[config.mk]
export PLATFORM = sky130hd
export DESIGN_NAME = median_window_level_monitor
export DESIGN_NICKNAME = d
export VERILOG_FILES = /design/src/mwlm_pkg.sv /design/src/mwlm_window.sv /design/src/median_window_level_monitor.sv
export SDC_FILE = /design/constraint.sdc
export NUM_CORES = 1
export LEC_CHECK = 0
export BUFFER_PORTS_ARGS = -buffer_cell sky130_fd_sc_hd__buf_4
export CORE_ASPECT_RATIO = 0.8
export CORE_MARGIN = 3
export CORE_UTILIZATION = 40
export DETAILED_ROUTE_END_ITERATION = 10
export GPL_TIMING_DRIVEN = 0
export SLEW_MARGIN = 20
export SYNTH_ARGS = -nofsm -noshare
export SYNTH_HDL_FRONTEND = slang
export SYNTH_SLANG_ARGS = --single-unit
[constraint.sdc]
create_clock -name clock -period 5 [get_ports clock]
set_input_delay 0.5 -clock clock [delete_from_list [all_inputs] [get_ports clock]]
set_output_delay 0.5 -clock clock [all_outputs]
set_load 0.05 [all_outputs]
[src/mwlm_pkg.sv]
`default_nettype none

package mwlm_pkg;

   // Default build of the window and the widths of its data path.
   localparam int DEF_WINDOW_SIZE = 9;
   localparam int DEF_SAMPLE_BITS = 12;
   localparam int DEF_TIME_BITS   = 32;

   // Widths of the payload ports.
   localparam int ADC_W    = 12;
   localparam int NOW_W    = 32;
   localparam int MEDIAN_W = 12;
   localparam int CSR_W    = 16;
   localparam int CSR_IDX_W = 3;

   // Register indexes of the configuration port.
   localparam logic [CSR_IDX_W-1:0] CSR_FAULT_THRESHOLD     = 3'd0;
   localparam logic [CSR_IDX_W-1:0] CSR_HIGH_THRESHOLD      = 3'd1;
   localparam logic [CSR_IDX_W-1:0] CSR_SAMPLE_INTERVAL     = 3'd2;
   localparam logic [CSR_IDX_W-1:0] CSR_FIRST_SAMPLE_TIME   = 3'd3;
   localparam logic [CSR_IDX_W-1:0] CSR_FIRST_DECISION_TIME = 3'd4;
   localparam logic [CSR_IDX_W-1:0] CSR_CONFIRM_NEEDED      = 3'd5;
   localparam logic [CSR_IDX_W-1:0] CSR_HIGH_CONFIRM_NEEDED = 3'd6;

   // Register values after reset.
   localparam logic [11:0] RST_FAULT_THRESHOLD     = 12'd459;
   localparam logic [11:0] RST_HIGH_THRESHOLD      = 12'd3973;
   localparam logic [15:0] RST_SAMPLE_INTERVAL     = 16'd5;
   localparam logic [15:0] RST_FIRST_SAMPLE_TIME   = 16'd10;
   localparam logic [15:0] RST_FIRST_DECISION_TIME = 16'd50;
   localparam logic [3:0]  RST_CONFIRM_NEEDED      = 4'd2;
   localparam logic [3:0]  RST_HIGH_CONFIRM_NEEDED = 4'd7;

   // Input command codes.
   localparam logic CMD_OFFER = 1'b0;
   localparam logic CMD_CLEAR = 1'b1;

   typedef enum logic [1:0] {
      LVL_UNKNOWN = 2'd0,
      LVL_NORMAL  = 2'd1,
      LVL_FAULT   = 2'd2
   } level_type;

   typedef enum logic [1:0] {
      ST_IDLE,
      ST_MEDIAN,
      ST_POST
   } state_type;

   // Requests from the control logic to the window unit.
   typedef struct packed {
      logic wr_en;
      logic start;
   } win_ctl_type;

endpackage

`default_nettype wire

[src/mwlm_window.sv]
`default_nettype none

module mwlm_window
   import mwlm_pkg::*;
#(
   parameter int WINDOW_SIZE = DEF_WINDOW_SIZE,
   parameter int SAMPLE_BITS = DEF_SAMPLE_BITS
) (
   input  wire logic                           clock,
   input  wire logic                           reset,
   input  wire win_ctl_type                    ctl,
   input  wire logic [$clog2(WINDOW_SIZE)-1:0] wr_addr,
   input  wire logic [SAMPLE_BITS-1:0]         wr_data,
   output logic                                done,
   output logic [SAMPLE_BITS-1:0]              median
);

   localparam int IDX_W = $clog2(WINDOW_SIZE);
   localparam logic [IDX_W-1:0] LAST = IDX_W'(WINDOW_SIZE - 1);
   localparam logic [IDX_W-1:0] MID  = IDX_W'(WINDOW_SIZE / 2);

   logic [SAMPLE_BITS-1:0] window_mem_ff [WINDOW_SIZE];
   logic [SAMPLE_BITS-1:0] rd_a_ff;
   logic [SAMPLE_BITS-1:0] rd_b_ff;

   logic             scan_on_ff;
   logic             data_vld_ff;
   logic [IDX_W-1:0] cand_ff;
   logic [IDX_W-1:0] peer_ff;
   logic [IDX_W-1:0] cand_d_ff;
   logic [IDX_W-1:0] peer_d_ff;
   logic [IDX_W-1:0] rank_ff;
   logic [IDX_W-1:0] rank_in;
   logic             below;
   logic             found;
   logic             done_ff;
   logic [SAMPLE_BITS-1:0] median_ff;

   // Window memory: one write port, two registered read ports.
   always_ff @(posedge clock) begin
      if (ctl.wr_en) begin
         window_mem_ff[wr_addr] <= wr_data;
      end
      rd_a_ff <= window_mem_ff[cand_ff];
      rd_b_ff <= window_mem_ff[peer_ff];
   end

   // A peer sorts before the candidate if it is smaller, or equal and at a lower address.
   // The candidate whose full rank equals the middle position is the median.
   always_comb begin
      below   = (rd_b_ff < rd_a_ff) || ((rd_b_ff == rd_a_ff) && (peer_d_ff < cand_d_ff));
      rank_in = rank_ff + IDX_W'(below);
      found   = data_vld_ff && (peer_d_ff == LAST) && (rank_in == MID);
   end

   // Rank scan: each candidate in turn is compared with every entry, one pair per cycle, until the median is found.
   always_ff @(posedge clock) begin
      if (reset) begin
         scan_on_ff  <= 1'b0;
         data_vld_ff <= 1'b0;
         done_ff     <= 1'b0;
         cand_ff     <= '0;
         peer_ff     <= '0;
         rank_ff     <= '0;
      end else begin
         done_ff <= found;
         if (ctl.start) begin
            scan_on_ff  <= 1'b1;
            data_vld_ff <= 1'b0;
            cand_ff     <= '0;
            peer_ff     <= '0;
            rank_ff     <= '0;
         end else if (found) begin
            scan_on_ff  <= 1'b0;
            data_vld_ff <= 1'b0;
            rank_ff     <= '0;
         end else begin
            data_vld_ff <= scan_on_ff;
            if (scan_on_ff) begin
               if (peer_ff == LAST) begin
                  peer_ff <= '0;
                  if (cand_ff == LAST) begin
                     scan_on_ff <= 1'b0;
                  end else begin
                     cand_ff <= cand_ff + 1'b1;
                  end
               end else begin
                  peer_ff <= peer_ff + 1'b1;
               end
            end
            if (data_vld_ff) begin
               rank_ff <= (peer_d_ff == LAST) ? '0 : rank_in;
            end
         end
      end
   end

   // Addresses that go with the data now leaving the memory.
   always_ff @(posedge clock) begin
      cand_d_ff <= cand_ff;
      peer_d_ff <= peer_ff;
      if (found) begin
         median_ff <= rd_a_ff;
      end
   end

   assign done   = done_ff;
   assign median = median_ff;

endmodule

`default_nettype wire

[src/median_window_level_monitor.sv]
`default_nettype none

// Channel   Direction  Handshake           Payload
// req_      in         req_valid/req_stall command, now_time, adc_sample
// rsp_      out        rsp_valid/rsp_stall level_state, median_value, high_confirmed,
//                                          sample_taken
// csr_      in         csr_wr_en           csr_index, csr_wdata
//
// One item is worked on at a time. A clear command, a sample that is not due or a
// sample taken before a decision is possible goes from accept to ST_POST directly.
// A sample that needs a median waits in ST_MEDIAN for the rank scan, which reads the
// window memory through two read ports and compares one pair per cycle until the
// median is found.
// Reset is synchronous and needs no clearing pass. A stalled result beat is held in
// the output register while the next item is already being worked on.

module median_window_level_monitor
   import mwlm_pkg::*;
#(
   parameter int WINDOW_SIZE = DEF_WINDOW_SIZE,
   parameter int SAMPLE_BITS = DEF_SAMPLE_BITS,
   parameter int TIME_BITS   = DEF_TIME_BITS
) (
   input  wire logic                 clock,
   input  wire logic                 reset,
   input  wire logic                 req_valid,
   output logic                      req_stall,
   input  wire logic                 req_command,
   input  wire logic [NOW_W-1:0]     req_now_time,
   input  wire logic [ADC_W-1:0]     req_adc_sample,
   output logic                      rsp_valid,
   input  wire logic                 rsp_stall,
   output logic [1:0]                rsp_level_state,
   output logic [MEDIAN_W-1:0]       rsp_median_value,
   output logic                      rsp_high_confirmed,
   output logic                      rsp_sample_taken,
   input  wire logic                 csr_wr_en,
   input  wire logic [CSR_IDX_W-1:0] csr_index,
   input  wire logic [CSR_W-1:0]     csr_wdata
);

   localparam int IDX_W  = $clog2(WINDOW_SIZE);
   localparam int FILL_W = $clog2(WINDOW_SIZE + 1);
   localparam logic [IDX_W-1:0]  LAST_SLOT = IDX_W'(WINDOW_SIZE - 1);
   localparam logic [FILL_W-1:0] FULL      = FILL_W'(WINDOW_SIZE);

   // Configuration registers.
   logic [11:0] fault_thr_ff;
   logic [11:0] high_thr_ff;
   logic [15:0] interval_ff;
   logic [15:0] decision_time_ff;
   logic [3:0]  confirm_need_ff;
   logic [3:0]  high_need_ff;

   // Monitor state.
   state_type            state_ff;
   state_type            state_in;
   logic [IDX_W-1:0]     slot_ff;
   logic [FILL_W-1:0]    fill_ff;
   logic [FILL_W-1:0]    fill_in;
   logic [TIME_BITS-1:0] due_ff;
   logic [SAMPLE_BITS-1:0] median_ff;
   level_type            level_ff;
   level_type            pend_level_ff;
   logic [3:0]           pend_count_ff;
   logic [3:0]           high_run_ff;
   logic                 taken_ff;

   // Output register.
   logic                 rsp_valid_ff;
   level_type            rsp_level_ff;
   logic [MEDIAN_W-1:0]  rsp_median_ff;
   logic                 rsp_high_ff;
   logic                 rsp_taken_ff;

   logic                   accept;
   logic                   out_free;
   logic [TIME_BITS-1:0]   now;
   logic [SAMPLE_BITS-1:0] smp;
   logic [TIME_BITS-1:0]   since_due;
   logic                   due;
   logic                   take;
   logic                   decide;

   win_ctl_type            win_ctl;
   logic                   win_done;
   logic [SAMPLE_BITS-1:0] win_median;

   level_type              seen;
   level_type              level_in;
   level_type              pend_level_in;
   logic [3:0]             pend_count_in;

   // Configuration writes. Writes to the first sample time are ignored; its reset value sets the first due time.
   always_ff @(posedge clock) begin
      if (reset) begin
         fault_thr_ff     <= RST_FAULT_THRESHOLD;
         high_thr_ff      <= RST_HIGH_THRESHOLD;
         interval_ff      <= RST_SAMPLE_INTERVAL;
         decision_time_ff <= RST_FIRST_DECISION_TIME;
         confirm_need_ff  <= RST_CONFIRM_NEEDED;
         high_need_ff     <= RST_HIGH_CONFIRM_NEEDED;
      end else if (csr_wr_en) begin
         unique case (csr_index)
            CSR_FAULT_THRESHOLD:     fault_thr_ff     <= csr_wdata[11:0];
            CSR_HIGH_THRESHOLD:      high_thr_ff      <= csr_wdata[11:0];
            CSR_SAMPLE_INTERVAL:     interval_ff      <= csr_wdata;
            CSR_FIRST_SAMPLE_TIME:   ;
            CSR_FIRST_DECISION_TIME: decision_time_ff <= csr_wdata;
            CSR_CONFIRM_NEEDED:      confirm_need_ff  <= csr_wdata[3:0];
            CSR_HIGH_CONFIRM_NEEDED: high_need_ff     <= csr_wdata[3:0];
            default: ;
         endcase
      end
   end

   // Decode of the offered beat.
   always_comb begin
      now       = TIME_BITS'(req_now_time);
      smp       = SAMPLE_BITS'(req_adc_sample);
      since_due = now - due_ff;
      due       = !since_due[TIME_BITS-1];
      take      = accept && (req_command == CMD_OFFER) && due;
      fill_in   = (fill_ff < FULL) ? fill_ff + 1'b1 : fill_ff;
      decide    = (now >= TIME_BITS'(decision_time_ff)) && (fill_in == FULL);
   end

   // Debounce of the level decision made from a fresh median.
   always_comb begin
      seen          = (16'(win_median) > 16'(fault_thr_ff)) ? LVL_NORMAL : LVL_FAULT;
      level_in      = level_ff;
      pend_level_in = pend_level_ff;
      pend_count_in = pend_count_ff;
      if (seen == level_ff) begin
         pend_level_in = LVL_UNKNOWN;
         pend_count_in = '0;
      end else begin
         if (seen != pend_level_ff) begin
            pend_level_in = seen;
            pend_count_in = 4'd1;
         end else if (pend_count_ff < confirm_need_ff) begin
            pend_count_in = pend_count_ff + 1'b1;
         end
         if (pend_count_in >= confirm_need_ff) begin
            level_in      = pend_level_in;
            pend_level_in = LVL_UNKNOWN;
            pend_count_in = '0;
         end
      end
   end

   // Next state.
   always_comb begin
      state_in = state_ff;
      unique case (state_ff)
         ST_IDLE: begin
            if (accept) begin
               state_in = (take && decide) ? ST_MEDIAN : ST_POST;
            end
         end
         ST_MEDIAN: begin
            if (win_done) begin
               state_in = ST_POST;
            end
         end
         ST_POST: begin
            if (out_free) begin
               state_in = ST_IDLE;
            end
         end
         default: state_in = ST_IDLE;
      endcase
   end

   // Handshake and window requests.
   always_comb begin
      out_free      = !rsp_valid_ff || !rsp_stall;
      req_stall     = (state_ff != ST_IDLE);
      accept        = req_valid && (state_ff == ST_IDLE);
      win_ctl.wr_en = take;
      win_ctl.start = take && decide;
   end

   always_ff @(posedge clock) begin
      if (reset) begin
         state_ff <= ST_IDLE;
      end else begin
         state_ff <= state_in;
      end
   end

   // Monitor state updates.
   always_ff @(posedge clock) begin
      if (reset) begin
         slot_ff       <= '0;
         fill_ff       <= '0;
         due_ff        <= TIME_BITS'(RST_FIRST_SAMPLE_TIME);
         median_ff     <= '0;
         level_ff      <= LVL_UNKNOWN;
         pend_level_ff <= LVL_UNKNOWN;
         pend_count_ff <= '0;
         high_run_ff   <= '0;
         taken_ff      <= 1'b0;
      end else begin
         if (accept) begin
            taken_ff <= take;
            if (req_command == CMD_CLEAR) begin
               high_run_ff <= '0;
            end else if (take) begin
               due_ff  <= now + TIME_BITS'(interval_ff);
               slot_ff <= (slot_ff == LAST_SLOT) ? '0 : slot_ff + 1'b1;
               fill_ff <= fill_in;
               if (16'(smp) >= 16'(high_thr_ff)) begin
                  if (high_run_ff < high_need_ff) begin
                     high_run_ff <= high_run_ff + 1'b1;
                  end
               end else begin
                  high_run_ff <= '0;
               end
               if (!decide) begin
                  level_ff <= LVL_UNKNOWN;
               end
            end
         end
         if ((state_ff == ST_MEDIAN) && win_done) begin
            median_ff     <= win_median;
            level_ff      <= level_in;
            pend_level_ff <= pend_level_in;
            pend_count_ff <= pend_count_in;
         end
      end
   end

   // Result beat register.
   always_ff @(posedge clock) begin
      if (reset) begin
         rsp_valid_ff <= 1'b0;
      end else if ((state_ff == ST_POST) && out_free) begin
         rsp_valid_ff <= 1'b1;
      end else if (!rsp_stall) begin
         rsp_valid_ff <= 1'b0;
      end
   end

   always_ff @(posedge clock) begin
      if ((state_ff == ST_POST) && out_free) begin
         rsp_level_ff  <= level_ff;
         rsp_median_ff <= MEDIAN_W'(median_ff);
         rsp_high_ff   <= (high_run_ff >= high_need_ff);
         rsp_taken_ff  <= taken_ff;
      end
   end

   mwlm_window #(
      .WINDOW_SIZE (WINDOW_SIZE),
      .SAMPLE_BITS (SAMPLE_BITS)
   ) u_window (
      .clock   (clock),
      .reset   (reset),
      .ctl     (win_ctl),
      .wr_addr (slot_ff),
      .wr_data (smp),
      .done    (win_done),
      .median  (win_median)
   );

   assign rsp_valid          = rsp_valid_ff;
   assign rsp_level_state    = rsp_level_ff;
   assign rsp_median_value   = rsp_median_ff;
   assign rsp_high_confirmed = rsp_high_ff;
   assign rsp_sample_taken   = rsp_taken_ff;

endmodule

`default_nettype wire
# After elaboration in Yosys (flattened, before gate mapping)
# Memories as Yosys holds them, arrays and structs flattened. A register that Yosys moved wholly into a read port is not among the register bits.
# Cells that the tools add are included.
dict set report totals {
  ff_bits 183
  ramBits 108
  in_bits 69
  output_inout_bits 18
  word_cells 151
  memories 1
}
dict set report op_classes {
  addsub 9
  magnitude_cmp 10
  eq_ne 25
  n_mux 38
  bitwise_logic 3
  reduce_logical 35
}
# name words width read_ports rd_ports_with_merged_regs wr line
set mem_list {}
lappend mem_list {u_window.window_mem_ff 9 12 2 2 1 mwlm_window.sv:22} ;# logic [SAMPLE_BITS-1:0] window_mem_ff [WINDOW_SIZE];
# op n
set ops {}
lappend ops {{$mux W4} 13}
lappend ops {{$add A32 B16 Y32} 1}
lappend ops {{$ge A32 B16 Y1} 1}
lappend ops {{$sub A32 B32 Y32} 1}
lappend ops {{$mux W2} 15}
lappend ops {{$add A4 B1 Y4 const B} 6}
lappend ops {{$eq A4 B4 Y1 const B} 5}
lappend ops {{$reduce_and A2 Y1} 7}
lappend ops {{$eq A12 B12 Y1} 1}
lappend ops {{$ge A12 B12 Y1} 1}
lappend ops {{$gt A12 B12 Y1} 1}
lappend ops {{$lt A12 B12 Y1} 1}
lappend ops {{$lt A4 B4 Y1} 3}
lappend ops {{$logic_and A1 B1 Y1} 10}
lappend ops {{$eq A3 B3 Y1 const B} 3}
lappend ops {{$mux W1} 9}
lappend ops {{$reduce_and A3 Y1} 3}
lappend ops {{$ge A4 B4 Y1} 2}
lappend ops {{$ne A2 B1 Y1 const B} 4}
lappend ops {{$ne A2 B2 Y1 const B} 4}
lappend ops {{$reduce_bool A2 Y1} 4}
lappend ops {{$pmux W2 S3} 1}
lappend ops {{$reduce_and A6 Y1} 1}
lappend ops {{$add A4 B1 Y4} 1}
lappend ops {{17 further kinds} 22}

# Logic depth before layout (Yosys ltp)
dict set report logic_depth {
  ltp_word 9
  ltp_mapped 18
  depth_no_buf 18
}

# Hierarchy
# From an unflattened synthesis, not the netlist that was laid out.
dict set report hier_totals {
  cells_unflattened 1527
  hier_area_um2 15909.0
}
# module n_inst cells_per_inst area_each_um2 seq_area_each_um2
set by_module_without_submodules {}
lappend by_module_without_submodules {median_window_level_monitor 1 1074 8762.2 3123.0}
lappend by_module_without_submodules {mwlm_window 1 453 7146.9 4544.4}

# Worst setup path before layout
# OpenSTA, ideal clock, no wires.
dict set report synth_path {
  kind {input to register}
  startpoint {in req_now_time[29]}
  endpoint {mem u_window.window_mem_ff[0][0] in the netlist's numbering (enable)}
  setup_time_ps 417
  t_arrival_ps 3362
  required_time_ps 4583
  setup_slack_ps 1221
  cell_stages 9
  n_path_buf 1
  path_cell_list {ha_1 > a21oi_1 > nand2_1 > a221o_1 > nor3_1 > o31a_1 > o21ai_2 > buf_4 > nor4b_1}
}
dict set report synth_via {
  elab_chain_cells 5
}
# item line
set synth_lines {}
lappend synth_lines {{start: declaration} median_window_level_monitor.sv:29} ;# input wire logic [NOW_W-1:0] req_now_time,
lappend synth_lines {{$sub A32 B32 Y32} median_window_level_monitor.sv:121} ;# since_due = now - due_ff;
lappend synth_lines {{$logic_not A1 Y1} median_window_level_monitor.sv:122} ;# due = !since_due[TIME_BITS-1];
lappend synth_lines {{$logic_and A1 B1 Y1} median_window_level_monitor.sv:123} ;# take = accept && (req_command == CMD_OFFER) && due;
lappend synth_lines {{$mux W1} mwlm_window.sv:41} ;# if (ctl.wr_en) begin
lappend synth_lines {{$mux W1 (not written as such)} mwlm_window.sv:42} ;# window_mem_ff[wr_addr] <= wr_data;
lappend synth_lines {{end: declaration} mwlm_window.sv:22}
# No other way between the ends.

# Worst setup path in the final report
dict set report layout_path {
  startpoint {reg u_window.median_ff[11], in the netlist u_window.median[11]}
  endpoint {reg pend_count_ff[0]}
}
dict set report layout_via {
  elab_chain_cells 8
  elab_cells_between_ends 9
  cone_classes {order compare: 2; eq/ne: 2; mux: 5}
}
# item line
set layout_lines {}
lappend layout_lines {{start: declaration} mwlm_window.sv:37} ;# logic [SAMPLE_BITS-1:0] median_ff;
lappend layout_lines {{start signal: assignment} mwlm_window.sv:103} ;# median_ff <= rd_a_ff;
lappend layout_lines {{$gt A12 B12 Y1 *} median_window_level_monitor.sv:130} ;# seen = (16'(win_median) > 16'(fault_thr_ff)) ? LVL_NORMAL : LVL_FAULT;
lappend layout_lines {{$mux W2 *} median_window_level_monitor.sv:130}
lappend layout_lines {{$ne A2 B2 Y1} median_window_level_monitor.sv:138} ;# if (seen != pend_level_ff) begin
lappend layout_lines {{$mux W4} median_window_level_monitor.sv:138}
lappend layout_lines {{$mux W4} median_window_level_monitor.sv:134} ;# if (seen == level_ff) begin
lappend layout_lines {{$ge A4 B4 Y1} median_window_level_monitor.sv:144} ;# if (pend_count_in >= confirm_need_ff) begin
lappend layout_lines {{$mux W4} median_window_level_monitor.sv:144}
lappend layout_lines {{$mux W4 *} median_window_level_monitor.sv:134}
lappend layout_lines {{end signal: assignment} median_window_level_monitor.sv:229} ;# pend_count_ff <= pend_count_in;
lappend layout_lines {{end: declaration} median_window_level_monitor.sv:65} ;# logic [3:0] pend_count_ff;
# Mark *: on every way between the ends. The rest lies on a longest branch, timed or not. The select of a mux whose other input is x is not followed.
# A chain may end at the register's enable or synchronous reset.

==> results.txt <==
The area growth from synthesis to layout is 15.9%. The number of buffers added on ports came out at 85. Along the worst path, the maximum fanout reaches 6. The leakage power came out at 6.93 nW.

The classification of the worst setup path is register to register. The iteration-0 DRC count of the detailed router is 779. The chip width is 227 um.

The detail-routed net length per standard cell came out at 18.8 um. The setup skew after layout is 20.7 ps. In the routed design, unresolved DRC markers number 0. The number of antenna cells inserted is 0. The aggregate routed wire length is 40,200 um. In this run the remaining antenna-violating nets after routing total 0. The final standard cell count with taps included and fillers excluded is 2,135.

The final RePlAce weighted congestion came out at 0.891. The sum of overflow across all layers after global routing is 0. The number of iterations in the first detailed-routing pass came out at 5. Across all layers, the routed design uses 11,410 vias.

Measured against its own limit, the worst slew margin works out to 0.342. The number of maximum-capacitance constraint violations came out at 0. The kind of launch point of the worst setup path is a register.

The placed instances occupy a cell area of 17,000 um^2. For this run, the total global-route usage over all layers was measured as 0.193. The fraction of the yosys area taken by sequential cells is 0.489. In this run the worst setup path begins at u_window.median[11]. Setup repair after global routing left no endpoint under its margin. The endpoint required time on the critical path came out at 5450 ps.

Measured in cells, the most critical reg-to-reg path has a length of 17. The maximum number of pins on one net before global-route repair came out at 19. The master cell of the clock root buffer is sky130_fd_sc_hd__clkbuf_16. Setup violations remaining at the end of the flow were counted as 0. The post-synthesis instance area came out at 15,700 um^2. Among all flip-flop cells after synthesis, the most frequent one is sky130_fd_sc_hd__dfxtp_1. Of all flip-flops after synthesis, the portion carrying an async set or reset was 0. The count of yosys warnings during synthesis is 0.

The initial standard-cell utilization of the core is 0.408. In this run the critical register-to-register path is launched from u_window.median[11]. The number of CTS-inserted buffers came out at 34.

The max-slew violation count is 0. The vertical die dimension came out at 183 um. The power density normalized to cell area is 319 nW/um^2. The area of all placed cells without fillers is 18,200 um^2. Counting every sink on the clock net gives 315. Clock latency on the worst-skew pair, taken at its later pin, is 520 ps.

The final layout contains 1,813 nets. The share of post-route cells with drive strength above 1 is 0.141. Fill cells in the final layout number 3,526. Leaving out fill and tap cells, the most frequent cells in the layout are sky130_fd_sc_hd__nand2_1 (214), sky130_fd_sc_hd__dfxtp_1 (179), sky130_fd_sc_hd__edfxtp_1 (136). The first global-routing pass estimated 61,900 um of wire. The worst setup path is captured at a register.

The post-synthesis net count came out at 1,682. Of the available clock period, the critical path in the final layout requires 0.863. The area of the multi-input gates came out at 7330 um^2. The tightest min-delay check is of the input port to register type.

The number of buffers inserted to repair setup after CTS is 0. The number of instances in the synthesized netlist is 1,486. The floorplan step defined a die boundary enclosing 41,600 um^2. The arrival time of data at the critical path endpoint is 4770 ps. The number of hold-repair buffers added at the cts stage is 0. The number of vias per cell after detailed routing is 5.34. In this run the standard cell core region covers 38,400 um^2. The total power of the final layout is 5.79 mW. TritonCTS built the clock tree. In this run the count of I/O pins placed on the die edge is 87.

The quantity of gates resized following cts came out at 0. Synthesis instantiated 71 different standard cells from the library. The via count of the first global-routing pass came out at 10,970. The number of placement rows is 64. CTS built an H-tree with a depth of 2.

The placed wire-length estimate after detailed placement came out at 30,500 um. The number of flops mapped to enable cells by yosys came out at 136. VDD sags by at most 171 uV. Following the worst setup path forward leads to its endpoint at pend_count_ff[0]. Clock-pin slew was measured on the worst setup and hold paths at 60 ps. The count of final hold-check violations is 0. The slack of the worst reg-to-reg path is 680 ps. The maximum clock insertion buffer count came out at 3. The slew at the pin closest to its max-slew limit is 987 ps. The post-synthesis register bit count came out at 315.

In this run the mean area of a mapped cell was 10.5 um^2. The total instance count after detailed placement is 2,076. The utilization after layout came out at 0.472. The number of antenna violations at the first check in global routing came to 0.

The leading cell type in the layout, fill and taps excluded is sky130_fd_sc_hd__nand2_1. Final hold analysis gives a worst-case slack of 243 ps. The worst register-to-register path ends at pend_count_ff[0]. The register area is 7670 um^2. The timing-limited maximum frequency is 0.232 GHz.

The routed design could run at a clock period as short as 4320 ps. The run finished with clean final reports.
cells by family (layout without fill, tap and decap cells):
family	count (synthesis)	count (layout)	synth area share
buffers and inverters	181	335	0.0458
adders and majority gates	127	127	0.102
DFF	315	315	0.489
muxes	96	96	0.0997
and+or+nand+nor	427	427	0.125
xor gates and xnor gates	32	32	0.0179
AOI/OAI and AO/OA	308	308	0.120
final cells by class:
class                   count  area share
inverters                 118      0.0244
plain buffers              63      0.0152
multi-input cells         990       0.403
well taps                 495      0.0341
clock buffers              47      0.0524
flip-flops and latches    315       0.422
repair buffers             95      0.0389
clock inverters            12     0.00937
synth_stat cells (5+ instances only):
cell type                    n  area (um^2)
sky130_fd_sc_hd__nor2_1     64          240
sky130_fd_sc_hd__xor2_1     10         87.6
sky130_fd_sc_hd__dfxtp_1   179         3580
sky130_fd_sc_hd__and3_1     11         68.8
sky130_fd_sc_hd__o21a_1      8         60.1
sky130_fd_sc_hd__a211oi_1   15          113
sky130_fd_sc_hd__xnor2_1    22          193
sky130_fd_sc_hd__nand2_1   214          803
sky130_fd_sc_hd__nand2b_1   15         93.8
sky130_fd_sc_hd__ha_1      126         1580
sky130_fd_sc_hd__a31oi_1     7         43.8
sky130_fd_sc_hd__and2_1      6         37.5
sky130_fd_sc_hd__buf_1       9         33.8
sky130_fd_sc_hd__nand4_1    21          131
sky130_fd_sc_hd__nor2b_1    18          113
sky130_fd_sc_hd__buf_2      13         65.1
sky130_fd_sc_hd__a21o_1     17          128
sky130_fd_sc_hd__clkbuf_1   37          139
sky130_fd_sc_hd__inv_1     117          439
sky130_fd_sc_hd__a21oi_1   127          636
sky130_fd_sc_hd__nor3_1     21          105
sky130_fd_sc_hd__mux4_2     48         1080
sky130_fd_sc_hd__nor4_1      6         37.5
sky130_fd_sc_hd__o31ai_1     6         45.0
sky130_fd_sc_hd__or3_1       7         43.8
sky130_fd_sc_hd__mux2i_1    47          470
sky130_fd_sc_hd__edfxtp_1  136         4080
sky130_fd_sc_hd__o211ai_1   20          150
sky130_fd_sc_hd__nor4b_1     5         43.8
sky130_fd_sc_hd__nand3_1    21          105
sky130_fd_sc_hd__o21ai_0    64          320
through the flow:
step                      setup TNS, ps  setup slack (ps)
final                                 0               683
after global routing                  0               321
after CTS                             0               722
after detailed placement              0               759
after global placement           -29510              -731
after floorplan                       0              1220
routing by layer:
metal | track usage | part of all wire | up-vias
li1 | - | - | 5614
met3 | 0.0416 | 0.064 | 58
met2 | 0.293 | 0.43 | 304
met5 | 0 | 0 | -
met4 | 0.0459 | 0.019 | 0
met1 | 0.284 | 0.49 | 5434
worst min-delay path by stage:
| stage | startpoint | endpoint | slack [ps] | cells after the start |
|---|---|---|---|---|
| 6_report | csr_wdata[15] | interval_ff[15] | 240 | 3 |
| 5_1_grt | csr_wdata[15] | decision_time_ff[15] | 240 | 3 |
| 4_1_cts | csr_wdata[15] | interval_ff[15] | 220 | 3 |
| 3_5_place_dp | u_window.cand_ff[3] | u_window.cand_d_ff[3] | 340 | 0 |
| 3_3_place_gp | u_window.peer_ff[2] | u_window.peer_d_ff[2] | 340 | 0 |
| 2_1_floorplan | u_window.peer_ff[2] | u_window.peer_d_ff[2] | 330 | 0 |
flip-flops by register name (all words and copies together), names as in the netlist, 12 cells and up:
| name | cells |
|---|---|
| u_window.rd_b_ff | 12 |
| u_window.median | 12 |
| u_window.rd_a_ff | 12 |
| u_window.window_mem_ff | 108 |
| decision_time_ff | 16 |
| high_thr_ff | 12 |
| rsp_median_value | 12 |
| median_ff | 12 |
| fault_thr_ff | 12 |
| due_ff | 32 |
| interval_ff | 16 |
report_power, final:
| group | internal, mW | leakage, nW | switching (mW) |
|---|---|---|---|
| logic | 0.182 | 3.70 | 0.303 |
| registers | 2.73 | 2.69 | 0.0230 |
| clock network | 1.54 | 0.545 | 1.01 |
worst max-delay path, cell delays in order, from the launching register on:
cell                        delay (ps)
sky130_fd_sc_hd__edfxtp_1          410
sky130_fd_sc_hd__ha_1              330
sky130_fd_sc_hd__a21oi_1           180
sky130_fd_sc_hd__o21ai_0           120
sky130_fd_sc_hd__a2111oi_0         480
sky130_fd_sc_hd__a21oi_1           330
sky130_fd_sc_hd__mux2i_1           370
sky130_fd_sc_hd__nand2b_1          190
sky130_fd_sc_hd__inv_1              60
sky130_fd_sc_hd__ha_1              250
sky130_fd_sc_hd__nand2b_1          140
sky130_fd_sc_hd__a21o_1            170
sky130_fd_sc_hd__a21o_1            170
sky130_fd_sc_hd__a21oi_1           300
sky130_fd_sc_hd__inv_1              90
sky130_fd_sc_hd__nor3_1            440
sky130_fd_sc_hd__a22oi_1           120
sky130_fd_sc_hd__nor2_1            110
Note: power is estimated with default switching activity, not from simulation.
